<file path="config.mk">
export PLATFORM = sky130hd
export DESIGN_NAME = fixed_partition_fit_allocator_unit
export DESIGN_NICKNAME = d
export VERILOG_FILES = /design/src/fpfa_pkg.sv /design/src/fpfa_ctrl.sv /design/src/fpfa_datapath.sv /design/src/fixed_partition_fit_allocator_unit.sv
export SDC_FILE = /design/constraint.sdc
export NUM_CORES = 1
export LEC_CHECK = 0
export BUFFER_PORTS_ARGS = -buffer_cell sky130_fd_sc_hd__buf_2
export CORE_ASPECT_RATIO = 0.75
export CORE_MARGIN = 4
export CORE_UTILIZATION = 30
export DETAILED_ROUTE_END_ITERATION = 7
export MAX_ROUTING_LAYER = met4
export PLACE_DENSITY_LB_ADDON = 0.15
export REMOVE_ABC_BUFFERS = 1
export SLEW_MARGIN = 20
export SYNTH_ARGS = -nofsm -noshare
export SYNTH_HDL_FRONTEND = slang
export SYNTH_SLANG_ARGS = --single-unit
</file>
<file path="constraint.sdc">
create_clock -name clk_i -period 6.35 [get_ports clk_i]
set_input_delay 1.27 -clock clk_i [delete_from_list [all_inputs] [get_ports clk_i]]
set_output_delay 1.27 -clock clk_i [all_outputs]
set_load 0.01 [all_outputs]
</file>
<file path="src/fpfa_pkg.sv">
package fpfa_pkg;

  localparam int PartitionsDef = 8;
  localparam int SizeBitsDef   = 16;

  // Fixed field widths of the item and result words
  localparam int SizeFieldW = 16;
  localparam int IdxFieldW  = 3;
  localparam int PidW       = 8;
  localparam int TotalW     = 19;

  // Configuration port
  localparam int CfgIdxW  = 4;
  localparam int CfgDataW = 4;
  localparam logic [CfgIdxW-1:0] CfgFitMode    = 4'd0;
  localparam logic [CfgIdxW-1:0] CfgPartsInUse = 4'd1;
  localparam logic [3:0] PartsInUseReset = 4'd8;

  typedef enum logic [1:0] {
    FitFirst = 2'd0,
    FitBest  = 2'd1,
    FitWorst = 2'd2
  } fit_mode_e;

  typedef enum logic {
    FuncLoad  = 1'b0,
    FuncPlace = 1'b1
  } func_e;

  typedef enum logic [2:0] {
    StIdle,
    StLoadRd,
    StLoadWr,
    StScan,
    StDrain,
    StCommit
  } state_e;

  typedef struct packed {
    logic                  func;
    logic [IdxFieldW-1:0]  partition_index;
    logic [SizeFieldW-1:0] size_value;
  } in_word_t;

  typedef struct packed {
    logic                  placed;
    logic [IdxFieldW-1:0]  chosen_partition;
    logic [SizeFieldW-1:0] leftover;
    logic [PidW-1:0]       process_id;
    logic [TotalW-1:0]     total_leftover;
  } out_word_t;

  // Controller to datapath
  typedef struct packed {
    logic accept;
    logic load_commit;
    logic scan_issue;
    logic place_commit;
  } cmd_t;

  // Datapath to controller
  typedef struct packed {
    logic in_is_place;
    logic lim_zero;
    logic scan_last;
    logic out_free;
  } stat_t;

endpackage

</file>
<file path="src/fpfa_ctrl.sv">
module fpfa_ctrl (
  input  logic            clk_i,
  input  logic            rst_ni,
  input  logic            in_valid_i,
  output logic            in_ready_o,
  input  fpfa_pkg::stat_t stat_i,
  output fpfa_pkg::cmd_t  cmd_o
);
  import fpfa_pkg::*;

  state_e state_q, state_d;

  always_ff @(posedge clk_i or negedge rst_ni) begin
    if (!rst_ni) begin
      state_q <= StIdle;
    end else begin
      state_q <= state_d;
    end
  end

  always_comb begin
    state_d    = state_q;
    cmd_o      = '0;
    in_ready_o = 1'b0;
    case (state_q)
      StIdle: begin
        in_ready_o = 1'b1;
        if (in_valid_i) begin
          cmd_o.accept = 1'b1;
          if (!stat_i.in_is_place) begin
            state_d = StLoadRd;
          end else if (stat_i.lim_zero) begin
            state_d = StCommit;
          end else begin
            state_d = StScan;
          end
        end
      end
      StLoadRd: begin
        state_d = StLoadWr;
      end
      StLoadWr: begin
        if (stat_i.out_free) begin
          cmd_o.load_commit = 1'b1;
          state_d           = StIdle;
        end
      end
      StScan: begin
        cmd_o.scan_issue = 1'b1;
        if (stat_i.scan_last) begin
          state_d = StDrain;
        end
      end
      StDrain: begin
        state_d = StCommit;
      end
      StCommit: begin
        if (stat_i.out_free) begin
          cmd_o.place_commit = 1'b1;
          state_d            = StIdle;
        end
      end
      default: begin
        state_d = StIdle;
      end
    endcase
  end

endmodule

</file>
<file path="src/fpfa_datapath.sv">
module fpfa_datapath #(
  parameter int PARTITIONS = fpfa_pkg::PartitionsDef,
  parameter int SIZE_BITS  = fpfa_pkg::SizeBitsDef
) (
  input  logic                             clk_i,
  input  logic                             rst_ni,
  input  logic                             cfg_valid_i,
  input  logic [fpfa_pkg::CfgIdxW-1:0]     cfg_index_i,
  input  logic [fpfa_pkg::CfgDataW-1:0]    cfg_data_i,
  input  fpfa_pkg::in_word_t               in_data_i,
  output logic                             out_valid_o,
  input  logic                             out_ready_i,
  output fpfa_pkg::out_word_t              out_data_o,
  input  fpfa_pkg::cmd_t                   cmd_i,
  output fpfa_pkg::stat_t                  stat_o
);
  import fpfa_pkg::*;

  localparam int AW = (PARTITIONS > 1) ? $clog2(PARTITIONS) : 1;
  localparam int CW = $clog2(PARTITIONS + 1);
  localparam int SW = (SIZE_BITS < SizeFieldW) ? SIZE_BITS : SizeFieldW;

  // Configuration
  logic [1:0] fit_mode_q;
  logic [3:0] parts_q;

  always_ff @(posedge clk_i or negedge rst_ni) begin
    if (!rst_ni) begin
      fit_mode_q <= FitFirst;
      parts_q    <= PartsInUseReset;
    end else if (cfg_valid_i) begin
      case (cfg_index_i)
        CfgFitMode:    fit_mode_q <= cfg_data_i[1:0];
        CfgPartsInUse: parts_q    <= cfg_data_i;
        default:       ;
      endcase
    end
  end

  // Clamp the search count to the number of partitions
  logic [CW-1:0] lim;
  always_comb begin
    if ({28'd0, parts_q} > 32'(PARTITIONS)) begin
      lim = CW'(PARTITIONS);
    end else begin
      lim = CW'(parts_q);
    end
  end

  // Item registers
  logic [IdxFieldW-1:0] idx_q;
  logic [SW-1:0]        psize_q;
  logic [CW-1:0]        lim_q, sc_q;
  logic [AW-1:0]        ld_addr;
  logic                 ld_in_range;

  assign ld_addr     = AW'(idx_q);
  assign ld_in_range = ({29'd0, idx_q} < 32'(PARTITIONS));

  always_ff @(posedge clk_i) begin
    if (cmd_i.accept) begin
      idx_q   <= in_data_i.partition_index;
      psize_q <= in_data_i.size_value[SW-1:0];
    end
  end

  always_ff @(posedge clk_i or negedge rst_ni) begin
    if (!rst_ni) begin
      sc_q  <= '0;
      lim_q <= '0;
    end else if (cmd_i.accept) begin
      sc_q  <= '0;
      lim_q <= lim;
    end else if (cmd_i.scan_issue) begin
      sc_q <= sc_q + CW'(1);
    end
  end

  // Partition stores
  logic [SW-1:0] size_mem [PARTITIONS];
  logic [SW-1:0] lo_mem   [PARTITIONS];
  logic [SW-1:0] size_rd_q, lo_rd_q;
  logic [PARTITIONS-1:0] taken_q;

  logic          found_q, eval_v_q;
  logic [AW-1:0] eval_idx_q, best_idx_q;
  logic [SW-1:0] best_diff_q;

  always_ff @(posedge clk_i) begin
    if (cmd_i.load_commit && ld_in_range) begin
      size_mem[ld_addr] <= psize_q;
    end
    size_rd_q <= size_mem[sc_q[AW-1:0]];
  end

  always_ff @(posedge clk_i) begin
    if (cmd_i.place_commit && found_q) begin
      lo_mem[best_idx_q] <= best_diff_q;
    end
    lo_rd_q <= lo_mem[ld_addr];
  end

  always_ff @(posedge clk_i or negedge rst_ni) begin
    if (!rst_ni) begin
      taken_q <= '0;
    end else if (cmd_i.load_commit && ld_in_range) begin
      taken_q[ld_addr] <= 1'b0;
    end else if (cmd_i.place_commit && found_q) begin
      taken_q[best_idx_q] <= 1'b1;
    end
  end

  // Scan evaluation of each partition, in the cycle after its store is read
  logic [SW-1:0] diff;
  logic          cand, take;

  assign diff = size_rd_q - psize_q;
  assign cand = eval_v_q && !taken_q[eval_idx_q] && (size_rd_q >= psize_q);
  assign take = cand && (!found_q ||
                         ((fit_mode_q == FitBest)  && (diff < best_diff_q)) ||
                         ((fit_mode_q == FitWorst) && (diff > best_diff_q)));

  always_ff @(posedge clk_i or negedge rst_ni) begin
    if (!rst_ni) begin
      eval_v_q <= 1'b0;
      found_q  <= 1'b0;
    end else begin
      eval_v_q <= cmd_i.scan_issue;
      if (cmd_i.accept) begin
        found_q <= 1'b0;
      end else if (take) begin
        found_q <= 1'b1;
      end
    end
  end

  always_ff @(posedge clk_i) begin
    eval_idx_q <= sc_q[AW-1:0];
    if (take) begin
      best_idx_q  <= eval_idx_q;
      best_diff_q <= diff;
    end
  end

  // Running totals
  logic [TotalW-1:0] total_q, total_d;
  logic [PidW-1:0]   pid_q;

  always_comb begin
    total_d = total_q;
    if (cmd_i.load_commit && ld_in_range && taken_q[ld_addr]) begin
      total_d = total_q - TotalW'(lo_rd_q);
    end else if (cmd_i.place_commit && found_q) begin
      total_d = total_q + TotalW'(best_diff_q);
    end
  end

  always_ff @(posedge clk_i or negedge rst_ni) begin
    if (!rst_ni) begin
      total_q <= '0;
      pid_q   <= '0;
    end else begin
      total_q <= total_d;
      if (cmd_i.place_commit) begin
        pid_q <= pid_q + PidW'(1);
      end
    end
  end

  // Output register
  logic      out_valid_q;
  out_word_t out_data_q;

  always_ff @(posedge clk_i or negedge rst_ni) begin
    if (!rst_ni) begin
      out_valid_q <= 1'b0;
    end else if (cmd_i.load_commit || cmd_i.place_commit) begin
      out_valid_q <= 1'b1;
    end else if (out_ready_i) begin
      out_valid_q <= 1'b0;
    end
  end

  always_ff @(posedge clk_i) begin
    if (cmd_i.load_commit) begin
      out_data_q <= '{placed: 1'b0, chosen_partition: '0, leftover: '0,
                      process_id: '0, total_leftover: total_d};
    end else if (cmd_i.place_commit) begin
      out_data_q.placed           <= found_q;
      out_data_q.chosen_partition <= found_q ? IdxFieldW'(best_idx_q) : '0;
      out_data_q.leftover         <= found_q ? SizeFieldW'(best_diff_q) : '0;
      out_data_q.process_id       <= pid_q;
      out_data_q.total_leftover   <= total_d;
    end
  end

  assign out_valid_o = out_valid_q;
  assign out_data_o  = out_data_q;

  assign stat_o.in_is_place = (in_data_i.func == FuncPlace);
  assign stat_o.lim_zero    = (lim == '0);
  assign stat_o.scan_last   = (sc_q == (lim_q - CW'(1)));
  assign stat_o.out_free    = !out_valid_q || out_ready_i;

endmodule

</file>
<file path="src/fixed_partition_fit_allocator_unit.sv">
// Channel  Direction  Handshake                 Word
// cfg      in         cfg_valid_i/cfg_ready_o   cfg_index_i, cfg_data_i
// in       in         in_valid_i/in_ready_o     in_data_i  (func, index, size)
// out      out        out_valid_o/out_ready_i   out_data_o (placed .. total)
//
// A load word passes the read and write states and then commits its result; a
// place word scans N partitions, one partition a cycle, drains and commits, N
// being the clamped count. A zero count skips the scan and goes straight to
// the commit. The next word is taken once the commit has returned to idle.
// Reset sets first fit and a count of eight and clears the occupancy marks,
// the running total and the process number; no clearing pass runs.
// A new word is taken while a result waits; a stalled output holds the commit.
module fixed_partition_fit_allocator_unit #(
  parameter int PARTITIONS = fpfa_pkg::PartitionsDef,
  parameter int SIZE_BITS  = fpfa_pkg::SizeBitsDef
) (
  input  logic                          clk_i,
  input  logic                          rst_ni,
  input  logic                          cfg_valid_i,
  output logic                          cfg_ready_o,
  input  logic [fpfa_pkg::CfgIdxW-1:0]  cfg_index_i,
  input  logic [fpfa_pkg::CfgDataW-1:0] cfg_data_i,
  input  logic                          in_valid_i,
  output logic                          in_ready_o,
  input  fpfa_pkg::in_word_t            in_data_i,
  output logic                          out_valid_o,
  input  logic                          out_ready_i,
  output fpfa_pkg::out_word_t           out_data_o
);
  import fpfa_pkg::*;

  cmd_t  cmd;
  stat_t stat;

  // Config writes must only land while idle; the block does not enforce it, so take them at once
  assign cfg_ready_o = 1'b1;

  // Sequence load and place words
  fpfa_ctrl u_ctrl (
    .clk_i      (clk_i),
    .rst_ni     (rst_ni),
    .in_valid_i (in_valid_i),
    .in_ready_o (in_ready_o),
    .stat_i     (stat),
    .cmd_o      (cmd)
  );

  // Hold partition stores, scan compare, totals and the output register
  fpfa_datapath #(
    .PARTITIONS (PARTITIONS),
    .SIZE_BITS  (SIZE_BITS)
  ) u_datapath (
    .clk_i       (clk_i),
    .rst_ni      (rst_ni),
    .cfg_valid_i (cfg_valid_i),
    .cfg_index_i (cfg_index_i),
    .cfg_data_i  (cfg_data_i),
    .in_data_i   (in_data_i),
    .out_valid_o (out_valid_o),
    .out_ready_i (out_ready_i),
    .out_data_o  (out_data_o),
    .cmd_i       (cmd),
    .stat_o      (stat)
  );

`ifndef SYNTHESIS
  // A word in flight blocks the next one
  assert property (@(posedge clk_i) disable iff (!rst_ni)
    (in_valid_i && in_ready_o) |=> !in_ready_o)
    else $error("input taken again right after accept");

  // Every commit presents a result
  assert property (@(posedge clk_i) disable iff (!rst_ni)
    (cmd.load_commit || cmd.place_commit) |=> out_valid_o)
    else $error("commit without result");

  // Commands are exclusive
  assert property (@(posedge clk_i) disable iff (!rst_ni)
    $onehot0({cmd.accept, cmd.load_commit, cmd.scan_issue, cmd.place_commit}))
    else $error("overlapping commands");

  // Commits only when the output register can take the word
  assert property (@(posedge clk_i) disable iff (!rst_ni)
    (cmd.load_commit || cmd.place_commit) |-> (!out_valid_o || out_ready_i))
    else $error("commit overwrote a pending result");
`endif

endmodule
</file>
# [Word-level counts from Yosys, hierarchy flattened]
# Memories as Yosys holds them, arrays and structs flattened. A register that Yosys moved wholly into a read port is not among the register bits.
# Cells that the tools add are included.
# Widths: inputs -> output; s select.
[op_classes] n_addsub=6 order_cmp=9 n_eq_ne=12 muxes=40 bitwise_logic=3 reduce_logical=28
[ops] cell="$mux 19" count=4
[ops] cell="$add 19x16->19" count=1
[ops] cell="$mux 1" count=19
[ops] cell="$sub 19x16->19" count=1
[ops] cell="$mux 3" count=6
[ops] cell="$ge 16x16->1" count=1
[ops] cell="$gt 16x16->1" count=1
[ops] cell="$lt 16x16->1" count=1
[ops] cell="$mux 16" count=1
[ops] cell="$mux 8" count=2
[ops] cell="$sub 16x16->16" count=1
[ops] cell="$pmux 3 s5" count=1
[ops] cell="$lt 3x4->1 const B" count=3
[ops] cell="$mux 4" count=3
[ops] cell="$reduce_bool 2->1" count=5
[ops] cell="$logic_and 1x1->1" count=9
[ops] cell="$add 8x1->8 const B" count=1
[ops] cell="$and 8x8->8" count=1
[ops] cell="$logic_not 4->1" count=2
[ops] cell="$not 8->8" count=1
[ops] cell="$or 8x8->8" count=1
[ops] cell="$bmux 1 s3" count=2
[ops] cell="$demux 1 s3" count=2
[ops] cell="$eq 3x2->1 const B" count=2
[ops] cell="other kinds (18)" count=27
[word_totals] register_bits=143 ram_bits=256 in_bits=33 out_inout_bits=50 wordCells=121 memories=2
[mem_list] memory="u_datapath.lo_mem" depth=8 width=16 rd=1 rd_ports_with_merged_regs=1 wr=1 line="fpfa_datapath.sv:81" text="logic [SW-1:0] lo_mem [PARTITIONS];"
[mem_list] memory="u_datapath.size_mem" depth=8 width=16 rd=1 rd_ports_with_merged_regs=1 wr=1 line="fpfa_datapath.sv:80" text="logic [SW-1:0] size_mem [PARTITIONS];"

# [Depth between registers and ports, before layout]
[logic_depth] ltp_word=9 ltp_mapped=18

# [By module]
# From an unflattened synthesis, not the netlist that was laid out.
[unflattened] hier_cells=1213 area_unflattened_um2=18464.0
[by_module_without_submodules] mod="fpfa_datapath" instances=1 cells_per_inst=1187 area_each_um2=18223.7 seq_area_each_um2=11962.7
[by_module_without_submodules] mod="fpfa_ctrl" instances=1 cells_per_inst=24 area_each_um2=229.0 seq_area_each_um2=75.1
[by_module_without_submodules] mod="fixed_partition_fit_allocator_unit" instances=1 cells_per_inst=2 area_each_um2=11.3 seq_area_each_um2=0.0

# [Worst setup path before layout]
# No wires, ideal clock.
[synth_timing] path_type="flip-flop to flip-flop" from="register u_datapath.psize_q[1]" to="register u_datapath.best_diff_q[0] (enable)" setup_ps=401 t_arrival_ps=4310 required_ps=5949 path_slack_ps=1639 stages_incl_launch_ff=18 cell_sequence="edfxtp_1 -> inv_1 -> ha_1 -> nor2b_4 -> o21ai_4 -> a21boi_2 -> o31a_1 -> or3_4 -> a311oi_2 -> xnor2_1 -> ha_1 -> and3_1 -> nand4_1 -> nor2_1 -> a221o_1 -> nor3b_1 -> a21oi_1 -> a21oi_1"
[synth_via] elab_chain_len=6 word_cells_on_any_way=10 cone_classes="add/sub: 1; order compare: 3; reduce/logical: 6"
[synth_rtl] element="from (decl)" line="fpfa_datapath.sv:52" text="logic [SW-1:0] psize_q;"
[synth_rtl] element="from (signal assigned)" line="fpfa_datapath.sv:63" text="psize_q <= in_data_i.size_value[SW-1:0];"
[synth_rtl] element="$sub 16x16->16 (*)" line="fpfa_datapath.sv:117" text="assign diff = size_rd_q - psize_q;"
[synth_rtl] element="named net u_datapath.diff[15]" line="fpfa_datapath.sv:114" text="logic [SW-1:0] diff;"
[synth_rtl] element="$lt 16x16->1" line="fpfa_datapath.sv:120" text="((fit_mode_q == FitBest) && (diff < best_diff_q)) ||"
[synth_rtl] element="$logic_and 1x1->1" line="fpfa_datapath.sv:120"
[synth_rtl] element="$logic_or 1x1->1" line="fpfa_datapath.sv:119" text="assign take = cand && (!found_q ||"
[synth_rtl] element="$logic_or 1x1->1 (*)" line="fpfa_datapath.sv:120"
[synth_rtl] element="$logic_and 1x1->1 (*)" line="fpfa_datapath.sv:119"
[synth_rtl] element="named net u_datapath.take" line="fpfa_datapath.sv:115" text="logic cand, take;"
[synth_rtl] element="to (signal assigned)" line="fpfa_datapath.sv:141" text="best_diff_q <= diff;"
[synth_rtl] element="to (decl)" line="fpfa_datapath.sv:87" text="logic [SW-1:0] best_diff_q;"
# Mark *: on every way through the listed nets, which the timed path passes. The rest lies on a longest branch.
# A chain may end at the register's enable or synchronous reset.

# [Worst setup path after layout]
[layout_timing] from="register u_datapath.psize_q[1]" to="register u_datapath.best_diff_q[14] (enable)"
# The elaborated chain is that of the path after synthesis.

==> out/qor.txt <==
status -> complete, no violations
vias per cell -> 4.865
Hold-fix buffers, CTS -> 0
Vias -> 10890
gr usage total -> 14.80%
EDFF count, synth -> 313
fin nets -> 1505
WL per Instance -> 20.99 um
CTS tree -> done
Worst EP arrival -> 4.89 ns
vias in the first global route -> 10790
clock skew -> 0.04055 ns
Root Driver -> clkbuf_16
PostCTS Resize Cnt -> 0
Yosys reg bits -> 431
Top FF cell, synth -> edfxtp_1
n_diodes -> 0
Placement Cell Area -> 19740 um^2
Max Freq -> 212.6 MHz
Max-Cap Viols -> 0
Slew Limit Fails -> 0
largest net degree at the start of global routing -> 56
Initial Util -> 30.25%
R2R depth -> 17
Synthesis Warnings -> 0
Synth area leaders -> edfxtp_1 (51%), dfrtp_1 (7.4%), dfxtp_1 (6.9%)
gpl congestion -> 0.8238
post-placement cell count -> 2154
worst slew pin tran -> 1.119 ns
WL final -> 46980 um
Hold WC Path Type -> reg2reg
Min Hold Slack -> 0.4388 ns
Yosys top cell by area -> edfxtp_1
register area share after synthesis -> 65.87%
post-layout util -> 34.96%
maximum vdd drop -> 0.2063 mV
share of flip-flops with an asynchronous set or reset -> 12.76%
synthesis-to-layout area growth -> 15.58%
Iteration-0 DRC Markers -> 709
Leak Pwr -> 7.788 nW
HPWL after detailed placement -> 30760 um
row count -> 78
Fin. Hold Viols -> 0
clock sink total -> 431
Yosys top cell area share -> 51.43%
CTS buffer count -> 46
post-route DRC violation count -> 0
Hold Path Cell Cnt -> 2
Netlist cell types -> 74
core area -> 60410 um^2
worst r2r src -> u_datapath.psize_q[1]$_DFFE_PP_
post-route design area -> 21120 um^2
Setup crit end kind -> flop
GR Overflow Total -> 0
crit path launch type -> flop
final setup violation count -> 0
post-route ant nets -> 0
Worst Hold End -> u_datapath.out_data_o[46]$_SDFFE_PP0P_
final cell count without fillers -> 2238
Max FO, Critical Path -> 19
Total Die Area -> 64970 um^2
Hold Crit Start -> u_datapath.out_data_o[46]$_SDFFE_PP0P_
Max clock buf depth -> 3
min Tclk post-route -> 4.704 ns
worst endpoint required time -> 6.54 ns
setup TNS -> 0 ns
Crit Path Category -> reg2reg
pwr/cell area -> 447.3 nW/um^2
Syn Area/Cell -> 14.14 um^2
R2R Path End -> u_datapath.best_diff_q[14]$_DFFE_PP_
Mapped Area -> 18280 um^2
Die Ht -> 221.7 um
Post-CTS Repair Setup Buffers -> 0
relative max-transition margin -> 25.29%
boundary pin count -> 83
chip width -> 293.0 um
# port buffers -> 81
First-pass DRT Iterations -> 5
RSZ-0062 raised after global routing -> false
H-tree depth reported by CTS -> 2
clk_lat worst skew -> 0.59 ns
Worst R2R Setup Slack -> 1.65 ns
Clock transition at path regs -> 0.06 ns
crit share post-route -> 74.07%
antenna violations before repair -> 0
share of cells above drive strength 1 -> 18.64%
global-route wire length before repair -> 70920 um
Mapped Cells -> 1292
==> metrics by stage <==
| stage | setup WS [ns] | total power, mW |
|---|---|---|
| floorplan | 1.606 | 6.044 |
| detailed placement | 1.383 | 7.031 |
| finish | 1.646 | 9.449 |
| global placement | 1.416 | 7.033 |
| CTS | 1.354 | 9.555 |
| global route | 1.247 | 10.10 |
==> cell usage after synthesis, types with 30 or more instances <==
cell	n
mux4_2	34
xnor2_1	30
nand2_1	97
dfrtp_1	54
inv_1	72
o21ai_0	55
a21oi_1	63
nor2_1	41
dfxtp_1	63
edfxtp_1	313
a22oi_1	51
ha_1	67
==> how the worst max path moves through the flow <==
stage                                          from                              endpoint  cells past startpoint
CTS                 u_datapath.psize_q[1]$_DFFE_PP_  u_datapath.best_diff_q[11]$_DFFE_PP_                     17
detailed placement  u_datapath.psize_q[1]$_DFFE_PP_    u_datapath.best_idx_q[0]$_DFFE_PP_                     17
global route        u_datapath.psize_q[1]$_DFFE_PP_  u_datapath.best_diff_q[14]$_DFFE_PP_                     17
global placement    u_datapath.psize_q[1]$_DFFE_PP_    u_datapath.best_idx_q[0]$_DFFE_PP_                     17
floorplan                               out_ready_i     u_datapath.lo_mem[0][0]$_DFFE_PP_                      4
finish              u_datapath.psize_q[1]$_DFFE_PP_  u_datapath.best_diff_q[14]$_DFFE_PP_                     17
==> power by group <==
part | switching (mW) | internal, mW | total (mW)
sequential | 0.317 | 3.52 | 3.84
clock | 1.13 | 1.35 | 2.47
combinational | 1.83 | 1.31 | 3.14
total | 3.27 | 6.18 | 9.45
==> cell families (layout without fill, tap and decap cells) <==
| logic type | count (synthesis) | in the layout | share of synthesized area (%) |
|---|---|---|---|
| flip-flops | 431 | 431 | 65.87 |
| buffers and inverters | 117 | 263 | 2.513 |
| multiplexers | 68 | 68 | 6.217 |
| other | 1 | 1 | 0.02052 |
| AO/OA/AOI/OAI | 280 | 280 | 10.39 |
| XOR/XNOR | 53 | 53 | 2.540 |
| adder cells (fa/ha/maj) | 70 | 70 | 4.916 |
| AND/OR/NAND/NOR | 272 | 272 | 7.538 |
==> routing by layer <==
metal | share of wire [%] | global-route usage, %
met3 | 4.4 | 2.624
met4 | 1.5 | 3.077
met2 | 42 | 20.38
met1 | 52 | 22.68
met5 | 0 | -
==> critical path: stages (launching register included) <==
cell and delay [ns]:
edfxtp_1 0.55, inv_1 0.08, ha_1 0.30, nor2b_4 0.14, o21ai_4 0.13, a21boi_2 0.09
o31a_1 0.26, or3_4 0.40, a311oi_2 0.31, xnor2_1 0.18, ha_1 0.28, and3_1 0.21
nand4_1 0.12, nor2_1 0.08, a221o_1 0.32, nor3b_1 0.20, a21oi_1 0.10, a21oi_4 0.58
==> flip-flops by register name, summed over array words and instances (netlist names), 8 cells and up <==
| register | cells |
|---|---|
| u_datapath.lo_mem | 128 |
| u_datapath.size_mem | 128 |
| u_datapath.out_data_o | 47 |
| u_datapath.total_q | 19 |
| u_datapath.best_diff_q | 16 |
| u_datapath.lo_rd_q | 16 |
| u_datapath.psize_q | 16 |
| u_datapath.size_rd_q | 16 |
| u_datapath.pid_q | 8 |
| u_datapath.taken_q | 8 |
==> final cells by class <==
class / count / area, um^2
clock buffer: 56 / 1189
clock inverter: 28 / 182.7
fill: 5822 / 39290
inverter: 72 / 270.3
multi-input combinational: 744 / 5839
sequential: 431 / 12040
tap: 800 / 1001
timing repair buffer: 107 / 600.6
==> cells in the final DEF, fill, tap and decap left out, types with 8 or more instances in the layout <==
cell type	Yosys	layout
a211oi_1	9	9
a21o_1	20	20
a21oi_1	63	62
a221oi_1	8	8
a22o_1	14	14
a22oi_1	51	51
and3_1	14	14
buf_2	13	81
buf_4	1	26
clkbuf_1	29	10
clkbuf_16	0	46
clkinv_1	0	9
clkinv_2	0	9
dfrtp_1	54	53
dfxtp_1	63	63
edfxtp_1	313	313
ha_1	67	67
inv_1	72	70
mux2_2	24	24
mux2i_1	10	10
mux4_2	34	34
nand2_1	97	96
nand2b_1	11	11
nand3_1	21	21
nand4_1	18	18
nor2_1	41	39
nor2b_1	16	14
nor3_1	16	11
o21a_1	8	8
o21ai_0	55	55
xnor2_1	30	30
xor2_1	23	23
Power figures use the tool's default switching activity.
